==> src/hw/rtl/pec_pkg.sv <==
package pec_pkg;

    localparam int COORD_WIDTH     = 16;
    // One quotient bit per step; the crossing quotient always fits in COORD_WIDTH + 1 bits.
    localparam int DIV_STEPS       = COORD_WIDTH + 1;
    localparam int CNT_WIDTH       = $clog2(DIV_STEPS);
    localparam int CFG_INDEX_WIDTH = 2;

    localparam logic [CFG_INDEX_WIDTH-1:0] CFG_EDGE_SELECT = 2'd0;
    localparam logic [CFG_INDEX_WIDTH-1:0] CFG_CLIP_VALUE  = 2'd1;

    typedef enum logic [1:0] {
        EDGE_LEFT   = 2'd0,
        EDGE_TOP    = 2'd1,
        EDGE_RIGHT  = 2'd2,
        EDGE_BOTTOM = 2'd3
    } edge_t;

    typedef enum logic [1:0] {
        EMIT_NONE  = 2'd0,
        EMIT_CROSS = 2'd1,
        EMIT_VERT  = 2'd2,
        EMIT_MARK  = 2'd3
    } emit_t;

    typedef struct packed {
        logic signed [COORD_WIDTH-1:0] vert_x;
        logic signed [COORD_WIDTH-1:0] vert_y;
        logic                          last_vertex;
    } vertex_t;

    typedef struct packed {
        logic signed [COORD_WIDTH-1:0] out_x;
        logic signed [COORD_WIDTH-1:0] out_y;
        logic                          out_valid;
        logic                          out_last;
    } result_t;

    // controller -> datapath
    typedef struct packed {
        logic  accept;      // capture incoming vertex
        logic  set_first;   // current vertex opens a polygon
        logic  load;        // load edge endpoints and differences
        logic  close_edge;  // 0: prev -> cur, 1: cur -> first
        logic  mul;         // magnitude product, divider init
        logic  div_step;    // one restoring division step
        emit_t emit;
        logic  out_last;
        logic  finish;      // prev <= cur, update polygon state
    } ctl_cmd_t;

    // datapath -> controller
    typedef struct packed {
        logic have_first;
        logic last_vertex;
        logic in_cur;
        logic in_first;
        logic in_a;         // loaded edge start inside
        logic in_b;         // loaded edge end inside
        logic out_free;
    } ctl_sts_t;

endpackage

==> src/hw/rtl/pec_ctrl.sv <==
module pec_ctrl (
    input  logic              aclk,
    input  logic              aresetn,
    input  logic              s_valid,
    output logic              s_ready,
    input  pec_pkg::ctl_sts_t sts,
    output pec_pkg::ctl_cmd_t cmd
);

    typedef enum logic [3:0] {
        ST_IDLE,
        ST_EVAL,
        ST_LOAD,
        ST_CHECK,
        ST_DIV,
        ST_CROSS,
        ST_VERT,
        ST_EDONE,
        ST_MARK
    } state_t;

    state_t                          state_reg, state_next;
    logic                            close_reg, close_next;
    logic                            emitted_reg, emitted_next;
    logic [pec_pkg::CNT_WIDTH-1:0]   count_reg, count_next;
    logic                            edge_final;

    // last result of this edge is the polygon's last one
    assign edge_final = close_reg || (sts.last_vertex && !(sts.in_cur || sts.in_first));
    assign s_ready    = (state_reg == ST_IDLE);

    always_comb begin
        state_next   = state_reg;
        close_next   = close_reg;
        emitted_next = emitted_reg;
        count_next   = count_reg;
        cmd          = '0;
        cmd.emit     = pec_pkg::EMIT_NONE;
        cmd.close_edge = close_reg;
        unique case (state_reg)
            ST_IDLE: begin
                if (s_valid) begin
                    cmd.accept = 1'b1;
                    state_next = ST_EVAL;
                end
            end
            ST_EVAL: begin
                emitted_next = 1'b0;
                if (sts.have_first) begin
                    close_next = 1'b0;
                    state_next = ST_LOAD;
                end else begin
                    cmd.set_first = 1'b1;
                    if (sts.last_vertex) begin
                        close_next = 1'b1;
                        state_next = ST_LOAD;
                    end else begin
                        cmd.finish = 1'b1;
                        state_next = ST_IDLE;
                    end
                end
            end
            ST_LOAD: begin
                cmd.load   = 1'b1;
                state_next = ST_CHECK;
            end
            ST_CHECK: begin
                if (sts.in_a && sts.in_b) begin
                    state_next = ST_VERT;
                end else if (!sts.in_a && !sts.in_b) begin
                    state_next = ST_EDONE;
                end else begin
                    cmd.mul    = 1'b1;
                    count_next = pec_pkg::CNT_WIDTH'(pec_pkg::DIV_STEPS - 1);
                    state_next = ST_DIV;
                end
            end
            ST_DIV: begin
                cmd.div_step = 1'b1;
                if (count_reg == '0) begin
                    state_next = ST_CROSS;
                end else begin
                    count_next = count_reg - 1'b1;
                end
            end
            ST_CROSS: begin
                if (sts.out_free) begin
                    cmd.emit     = pec_pkg::EMIT_CROSS;
                    cmd.out_last = edge_final && !sts.in_b;
                    emitted_next = 1'b1;
                    state_next   = sts.in_b ? ST_VERT : ST_EDONE;
                end
            end
            ST_VERT: begin
                if (sts.out_free) begin
                    cmd.emit     = pec_pkg::EMIT_VERT;
                    cmd.out_last = edge_final;
                    emitted_next = 1'b1;
                    state_next   = ST_EDONE;
                end
            end
            ST_EDONE: begin
                if (!close_reg && sts.last_vertex) begin
                    close_next = 1'b1;
                    state_next = ST_LOAD;
                end else if (sts.last_vertex && !emitted_reg) begin
                    state_next = ST_MARK;
                end else begin
                    cmd.finish = 1'b1;
                    state_next = ST_IDLE;
                end
            end
            ST_MARK: begin
                if (sts.out_free) begin
                    cmd.emit     = pec_pkg::EMIT_MARK;
                    cmd.out_last = 1'b1;
                    cmd.finish   = 1'b1;
                    state_next   = ST_IDLE;
                end
            end
            default: begin
                state_next = ST_IDLE;
            end
        endcase
    end

    always_ff @(posedge aclk) begin
        if (!aresetn) begin
            state_reg   <= ST_IDLE;
            close_reg   <= 1'b0;
            emitted_reg <= 1'b0;
            count_reg   <= '0;
        end else begin
            state_reg   <= state_next;
            close_reg   <= close_next;
            emitted_reg <= emitted_next;
            count_reg   <= count_next;
        end
    end

endmodule

==> src/hw/rtl/pec_datapath.sv <==
module pec_datapath (
    input  logic                                   aclk,
    input  logic                                   aresetn,
    input  logic                                   cfg_valid,
    input  logic [pec_pkg::CFG_INDEX_WIDTH-1:0]    cfg_index,
    input  logic [pec_pkg::COORD_WIDTH-1:0]        cfg_data,
    input  pec_pkg::vertex_t                       s_payload,
    output logic                                   m_valid,
    input  logic                                   m_ready,
    output pec_pkg::result_t                       m_payload,
    input  pec_pkg::ctl_cmd_t                      cmd,
    output pec_pkg::ctl_sts_t                      sts
);

    localparam int W = pec_pkg::COORD_WIDTH;
    localparam int Q = pec_pkg::DIV_STEPS;

    pec_pkg::edge_t          edge_sel_reg;
    logic signed [W-1:0]     clip_reg;

    logic signed [W-1:0]     cur_x_reg, cur_y_reg, prev_x_reg, prev_y_reg;
    logic signed [W-1:0]     first_x_reg, first_y_reg;
    logic                    cur_last_reg, have_first_reg;

    logic signed [W-1:0]     x1_reg, y1_reg, x2_reg, y2_reg, base_reg;
    logic signed [W:0]       d_other_reg, d_clip_reg, d_axis_reg;

    logic [W-1:0]            rem_reg, dmag_reg;
    logic [Q-1:0]            dvd_reg, quot_reg;
    logic                    neg_reg;

    pec_pkg::result_t        m_payload_reg;
    logic                    m_valid_reg;

    logic                    x_axis;
    logic signed [W-1:0]     sx1, sy1, sx2, sy2, a1, a2, o1, o2;
    logic [W-1:0]            mag_other, mag_clip;
    logic [2*W-1:0]          prod;
    logic [W:0]              trial;
    logic                    take;
    logic signed [W-1:0]     cross_val;
    logic                    out_free;

    function automatic logic vert_inside(pec_pkg::edge_t e, logic signed [W-1:0] x,
                                         logic signed [W-1:0] y, logic signed [W-1:0] c);
        logic r;
        unique case (e)
            pec_pkg::EDGE_LEFT:   r = (x >= c);
            pec_pkg::EDGE_TOP:    r = (y >= c);
            pec_pkg::EDGE_RIGHT:  r = (x <= c);
            pec_pkg::EDGE_BOTTOM: r = (y <= c);
            default:              r = 1'b0;
        endcase
        return r;
    endfunction

    function automatic logic [W-1:0] mag(logic signed [W:0] v);
        logic signed [W:0] a;
        a = v[W] ? -v : v;
        return a[W-1:0];
    endfunction

    // left/right boundaries cut across x, top/bottom across y
    assign x_axis = (edge_sel_reg == pec_pkg::EDGE_LEFT) ||
                    (edge_sel_reg == pec_pkg::EDGE_RIGHT);

    assign sx1 = cmd.close_edge ? cur_x_reg   : prev_x_reg;
    assign sy1 = cmd.close_edge ? cur_y_reg   : prev_y_reg;
    assign sx2 = cmd.close_edge ? first_x_reg : cur_x_reg;
    assign sy2 = cmd.close_edge ? first_y_reg : cur_y_reg;
    assign a1  = x_axis ? sx1 : sy1;
    assign a2  = x_axis ? sx2 : sy2;
    assign o1  = x_axis ? sy1 : sx1;
    assign o2  = x_axis ? sy2 : sx2;

    assign mag_other = mag(d_other_reg);
    assign mag_clip  = mag(d_clip_reg);
    assign prod      = {{W{1'b0}}, mag_other} * {{W{1'b0}}, mag_clip};

    assign trial = {rem_reg, dvd_reg[Q-1]};
    assign take  = (trial >= {1'b0, dmag_reg});

    // quotient is below 2^W, so the wrap to W bits matches the reference
    assign cross_val = neg_reg ? (base_reg - $signed(quot_reg[W-1:0]))
                               : (base_reg + $signed(quot_reg[W-1:0]));

    assign out_free  = !m_valid_reg || m_ready;
    assign m_valid   = m_valid_reg;
    assign m_payload = m_payload_reg;

    always_comb begin
        sts.have_first  = have_first_reg;
        sts.last_vertex = cur_last_reg;
        sts.in_cur      = vert_inside(edge_sel_reg, cur_x_reg, cur_y_reg, clip_reg);
        sts.in_first    = vert_inside(edge_sel_reg, first_x_reg, first_y_reg, clip_reg);
        sts.in_a        = vert_inside(edge_sel_reg, x1_reg, y1_reg, clip_reg);
        sts.in_b        = vert_inside(edge_sel_reg, x2_reg, y2_reg, clip_reg);
        sts.out_free    = out_free;
    end

    // configuration and polygon state
    always_ff @(posedge aclk) begin
        if (!aresetn) begin
            edge_sel_reg   <= pec_pkg::EDGE_LEFT;
            clip_reg       <= '0;
            have_first_reg <= 1'b0;
            prev_x_reg     <= '0;
            prev_y_reg     <= '0;
            first_x_reg    <= '0;
            first_y_reg    <= '0;
        end else begin
            if (cfg_valid) begin
                if (cfg_index == pec_pkg::CFG_EDGE_SELECT) begin
                    edge_sel_reg <= pec_pkg::edge_t'(cfg_data[1:0]);
                end else if (cfg_index == pec_pkg::CFG_CLIP_VALUE) begin
                    clip_reg <= cfg_data;
                end
            end
            if (cmd.set_first) begin
                first_x_reg    <= cur_x_reg;
                first_y_reg    <= cur_y_reg;
                have_first_reg <= 1'b1;
            end
            if (cmd.finish) begin
                prev_x_reg     <= cur_x_reg;
                prev_y_reg     <= cur_y_reg;
                have_first_reg <= !cur_last_reg;
            end
        end
    end

    // edge arithmetic
    always_ff @(posedge aclk) begin
        if (cmd.accept) begin
            cur_x_reg    <= s_payload.vert_x;
            cur_y_reg    <= s_payload.vert_y;
            cur_last_reg <= s_payload.last_vertex;
        end
        if (cmd.load) begin
            x1_reg      <= sx1;
            y1_reg      <= sy1;
            x2_reg      <= sx2;
            y2_reg      <= sy2;
            base_reg    <= o1;
            d_other_reg <= (W+1)'(o2) - (W+1)'(o1);
            d_clip_reg  <= (W+1)'(clip_reg) - (W+1)'(a1);
            d_axis_reg  <= (W+1)'(a2) - (W+1)'(a1);
        end
        if (cmd.mul) begin
            rem_reg  <= W'(prod >> Q);
            dvd_reg  <= prod[Q-1:0];
            quot_reg <= '0;
            dmag_reg <= mag(d_axis_reg);
            neg_reg  <= d_other_reg[W] ^ d_clip_reg[W] ^ d_axis_reg[W];
        end
        if (cmd.div_step) begin
            rem_reg  <= take ? W'(trial - {1'b0, dmag_reg}) : trial[W-1:0];
            dvd_reg  <= {dvd_reg[Q-2:0], 1'b0};
            quot_reg <= {quot_reg[Q-2:0], take};
        end
    end

    // output register
    always_ff @(posedge aclk) begin
        if (!aresetn) begin
            m_valid_reg <= 1'b0;
        end else if (cmd.emit != pec_pkg::EMIT_NONE) begin
            m_valid_reg <= 1'b1;
        end else if (m_ready) begin
            m_valid_reg <= 1'b0;
        end
    end

    always_ff @(posedge aclk) begin
        unique case (cmd.emit)
            pec_pkg::EMIT_CROSS: begin
                m_payload_reg.out_x     <= x_axis ? clip_reg : cross_val;
                m_payload_reg.out_y     <= x_axis ? cross_val : clip_reg;
                m_payload_reg.out_valid <= 1'b1;
                m_payload_reg.out_last  <= cmd.out_last;
            end
            pec_pkg::EMIT_VERT: begin
                m_payload_reg.out_x     <= x2_reg;
                m_payload_reg.out_y     <= y2_reg;
                m_payload_reg.out_valid <= 1'b1;
                m_payload_reg.out_last  <= cmd.out_last;
            end
            pec_pkg::EMIT_MARK: begin
                m_payload_reg.out_x     <= '0;
                m_payload_reg.out_y     <= '0;
                m_payload_reg.out_valid <= 1'b0;
                m_payload_reg.out_last  <= cmd.out_last;
            end
            pec_pkg::EMIT_NONE: begin
                m_payload_reg <= m_payload_reg;
            end
            default: begin
                m_payload_reg <= m_payload_reg;
            end
        endcase
    end

endmodule

==> src/hw/rtl/polygon_edge_clipper_unit.sv <==
// Channel   Direction  Handshake            Beat
// s_        in         s_valid / s_ready    vertex_t: vert_x, vert_y, last_vertex
// m_        out        m_valid / m_ready    result_t: out_x, out_y, out_valid, out_last
// cfg_      in         cfg_valid / cfg_ready  cfg_index, cfg_data (0 edge_select, 1 clip_value)
//
// One vertex at a time: accept and decode are all a polygon's first vertex needs. Each later
// edge is loaded and checked: both ends outside emit nothing, both inside emit the end vertex,
// one end inside has the divider yield the crossing one quotient bit a cycle, then emit it and
// the end vertex if inside. A last vertex also clips the closing edge; if its edges emit nothing,
// an end marker follows. Reset is synchronous, active low, clears config and polygon state.
// A result waits in the output register; the next vertex is taken while it waits,
// and the controller only stalls when a second beat finds that register still full.
module polygon_edge_clipper_unit (
    input  logic                                aclk,
    input  logic                                aresetn,

    input  logic                                s_valid,
    output logic                                s_ready,
    input  pec_pkg::vertex_t                    s_payload,

    output logic                                m_valid,
    input  logic                                m_ready,
    output pec_pkg::result_t                    m_payload,

    input  logic                                cfg_valid,
    output logic                                cfg_ready,
    input  logic [pec_pkg::CFG_INDEX_WIDTH-1:0] cfg_index,
    input  logic [pec_pkg::COORD_WIDTH-1:0]     cfg_data
);

    pec_pkg::ctl_cmd_t cmd;
    pec_pkg::ctl_sts_t sts;

    // config writes are to land only while idle (the block does not enforce it); they are always taken
    assign cfg_ready = 1'b1;

    // sequencing: vertex capture, edge setup, divide, emit
    pec_ctrl u_ctrl (
        .aclk    (aclk),
        .aresetn (aresetn),
        .s_valid (s_valid),
        .s_ready (s_ready),
        .sts     (sts),
        .cmd     (cmd)
    );

    // vertex storage, inside tests, multiply/divide, output register
    pec_datapath u_datapath (
        .aclk      (aclk),
        .aresetn   (aresetn),
        .cfg_valid (cfg_valid),
        .cfg_index (cfg_index),
        .cfg_data  (cfg_data),
        .s_payload (s_payload),
        .m_valid   (m_valid),
        .m_ready   (m_ready),
        .m_payload (m_payload),
        .cmd       (cmd),
        .sts       (sts)
    );

    // one vertex in flight: an accepted beat closes the input until the vertex is done
    assert property (@(posedge aclk) disable iff (!aresetn)
        (s_valid && s_ready) |=> !s_ready)
        else $error("input accepted while a vertex is in flight");

    // the controller never loads a beat into a full output register
    assert property (@(posedge aclk) disable iff (!aresetn)
        (cmd.emit != pec_pkg::EMIT_NONE) |-> (!m_valid || m_ready))
        else $error("output register overwritten");

    // an empty end marker always closes the polygon and carries zeros
    assert property (@(posedge aclk) disable iff (!aresetn)
        (m_valid && !m_payload.out_valid) |->
            (m_payload.out_last && m_payload.out_x == '0 && m_payload.out_y == '0))
        else $error("malformed end marker");

endmodule
==> config.mk <==
export PLATFORM = sky130hd
export DESIGN_NAME = polygon_edge_clipper_unit
export DESIGN_NICKNAME = d
export VERILOG_FILES = /design/src/hw/rtl/pec_pkg.sv /design/src/hw/rtl/pec_ctrl.sv /design/src/hw/rtl/pec_datapath.sv /design/src/hw/rtl/polygon_edge_clipper_unit.sv
export SDC_FILE = /design/constraint.sdc
export NUM_CORES = 2
export LEC_CHECK = 0
export BUFFER_PORTS_ARGS = -buffer_cell sky130_fd_sc_hd__buf_2
export CORE_ASPECT_RATIO = 0.5
export CORE_MARGIN = 10
export CORE_UTILIZATION = 55
export CTS_BUF_LIST = sky130_fd_sc_hd__clkbuf_4 sky130_fd_sc_hd__clkbuf_8 sky130_fd_sc_hd__clkbuf_16
export DETAILED_ROUTE_END_ITERATION = 10
export GPL_TIMING_DRIVEN = 0
export PLACE_DENSITY_LB_ADDON = 0.2
export SLEW_MARGIN = 20
export SYNTH_ARGS = -nofsm -noshare
export SYNTH_HDL_FRONTEND = slang
export SYNTH_SLANG_ARGS = --single-unit
==> constraint.sdc <==
create_clock -name aclk -period 15.15 [get_ports aclk]
set_input_delay 1.515 -clock aclk [delete_from_list [all_inputs] [get_ports aclk]]
set_output_delay 1.515 -clock aclk [all_outputs]
set_load 0.05 [all_outputs]
==> reports/results.ini <==
[cells_and_area]
area_growth_pct = 9.07
antenna_cells = 0
largest_reg_flops = 34
final_common_cell = nand2_1
fin_cells = 4131
nets = 3923
drive_gt1_share_pct = 8.86
final_cell_mix = 381 x nand2_1, 354 x inv_1, 320 x ha_1

[min_path]
hold_start = u_datapath.dvd_reg[0]$_SDFFE_PP0P_
hold_class = flip-flop to flip-flop

[clock_network]
clkTransAtPathRegs_ps = 70
cts_buffer_depth = 3
numCtsBuffers = 35
cts_setup_buffers = 0
cts_root_buf = clkbuf_16
cts_sinks = 359
cts_tree = built
htree_levels = 2
hold_buffers = 0
clk-insertion-delay-late_ps = 570
cts_resized = 0

[setup_path]
critPathCaptureType = flip-flop
cp.required_ps = 15450
crit_start = u_datapath.d_other_reg[0]$_DFFE_PP_
cp.arrival_ps = 9530
r2r_start = u_datapath.d_other_reg[0]$_DFFE_PP_
path_max_fanout = 10
cp-start-kind = flip-flop
critPathKind = flip-flop to flip-flop

[timing]
rsz0062_at_grt = no
skew_ps = 41.8
hold_viol_final = 0
relSlewSlack_pct = 22.0
slew_viol_final = 0
period_share_pct = 60.9
fin_crit_ps = 9230
max_freq_mhz = 108
setup_viol = 0
worst_slew_pin_slew_ps = 1160
finalSetupTns_ps = 0
whs_ps = 461

[global_routing]
globalRoute.totalOverflow = 0
antenna_found_initial = 1
grt_pass1_wl_um = 136000
gr-usage-all-layers_pct = 26.1
grt_pass1_vias = 24000
grt_max_degree = 32

[yosys]
synthFlopType = edfxtp_1
yosys.area.top_type = edfxtp_1
ys_seq_area_share_pct = 31.9
synth.distinct_cells = 87
ys_ff_latch = 359
async_reset_ff_share_pct = 0
syn_area_per_cell_sq_um = 9.60
syn-num-nets = 3779
synth_cells = 3204
yosys_warnings = 0
synth_top_area_share_pct = 25.7
ys_top_cells_by_area = edfxtp_1 26%, ha_1 13%, fa_1 13%
mappedNetlistArea_sq_um = 30800
synth_edf_count = 263

[routing]
wl_per_cell_um = 21.4
ant_nets = 0
wirelength_um = 88400
detail_route.first_pass.iterations = 6
viasPerCell = 5.88
drc = 0
drt_iter0_drc = 2385
num_vias = 24300

[power_and_ir_drop]
power_density_nw_per_um2 = 200
p_leak_uw = 0.0145
vdd_drop_max_uv = 418

[place]
dp_hpwl_um = 71800
gp_congestion = 1.02
io_buffers = 90
dp.cells = 4067

[die]
die_h_um = 187
die_w_um = 354
initial_core_util_pct = 55.5
rows = 61
pin_count = 93
dieArea_sq_um = 66400
coreArea_sq_um = 55400

[flow_run]
drv_cap = 0

[run_status]
status = complete, no violations

cells in the mapped netlist, types with 10 or more instances:
cell and n:
a2111oi_0 12, a211oi_1 18, a21boi_0 52, a21o_1 42, a21oi_1 121, and2_1 31, and3_1 28, buf_2 10
clkbuf_1 74, dfxtp_1 96, edfxtp_1 263, fa_1 199, ha_1 320, inv_1 354, mux2_2 62, mux2i_1 80
nand2_1 382, nand2b_1 22, nand3_1 36, nand4_1 27, nor2_1 309, nor2b_1 63, nor3_1 46, nor4_1 13
o21a_1 54, o21ai_0 108, o21ai_1 12, o31ai_1 13, or2_2 18, or3_1 25, xnor2_1 116, xor2_1 48
through the flow:
step                      cell area [sq um]  power, uW  setup slack, ps  utilization (%)
final                                 33600       6700             5920             60.5
after global routing                  33600       7370             5400             60.5
after CTS                             33500       6740             5950             60.5
after detailed placement              32400       5820             5980             58.4
after global placement                32200       5730              697             58.0
after floorplan                       30800       4690             4890                -
per-layer routing:
| layer | vias to the layer above | track usage [%] | share of wire (%) |
|---|---|---|---|
| li1 | 11300 | - | - |
| met5 | - | 0 | 0 |
| met3 | 179 | 3.65 | 8.1 |
| met4 | 0 | 8.29 | 3.3 |
| met1 | 11800 | 34.9 | 42 |
| met2 | 1008 | 43.5 | 47 |
path summary, 6_finish.rpt:
check / endpoint / slack (ps) / cells after the start
worst max-delay path: u_datapath.rem_reg[14]$_DFFE_PP_ / 5920 / 26
worst min-delay path: u_datapath.dvd_reg[0]$_SDFFE_PP0P_ / 460 / 2
worst max register to register: u_datapath.rem_reg[14]$_DFFE_PP_ / 5920 / 26
worst min register to register: u_datapath.dvd_reg[0]$_SDFFE_PP0P_ / 460 / 2
critical path: stages, from the launching register on:
cell and delay [ps]:
edfxtp_1 430, clkbuf_1 600, clkinv_1 560, ha_1 430
nand2_1 100, o41ai_1 80, xnor2_1 680, buf_2 400
nand2_1 130, fa_1 550, fa_1 520, inv_1 50
fa_1 490, fa_1 520, fa_1 560, inv_1 60
fa_1 530, inv_1 40, ha_1 350, o21a_1 190
o21ai_0 280, o21ai_0 180, a211oi_1 380, nor3_1 140
o31ai_1 340, a21oi_1 130, o31a_1 280
cells by family after synthesis:
group,Yosys count,synth area share (%)
other cells,1,0.0122
xor+xnor,165,4.72
simple gates,1031,15.2
fa+ha+maj,519,26.0
flops,359,31.9
mux,142,4.87
compound gates,533,11.6
buf+inv,454,5.68
report_power, final:
group	switching, uW	internal (uW)
Combinational	2640	1890
Sequential	38.5	1240
Clock	406	497
final cells by class:
| cell class | instances | area [sq um] |
|---|---|---|
| Multi-Input combinational cell | 2391 | 19200 |
| Tap cell | 756 | 946 |
| Buffer | 97 | 407 |
| Timing Repair Buffer | 107 | 631 |
| Clock buffer | 45 | 970 |
| Sequential cell | 359 | 9820 |
| Clock inverter | 19 | 200 |
| Inverter | 357 | 1340 |
| Fill cell | 4732 | 21900 |
Note: power is estimated with default switching activity, not from simulation.
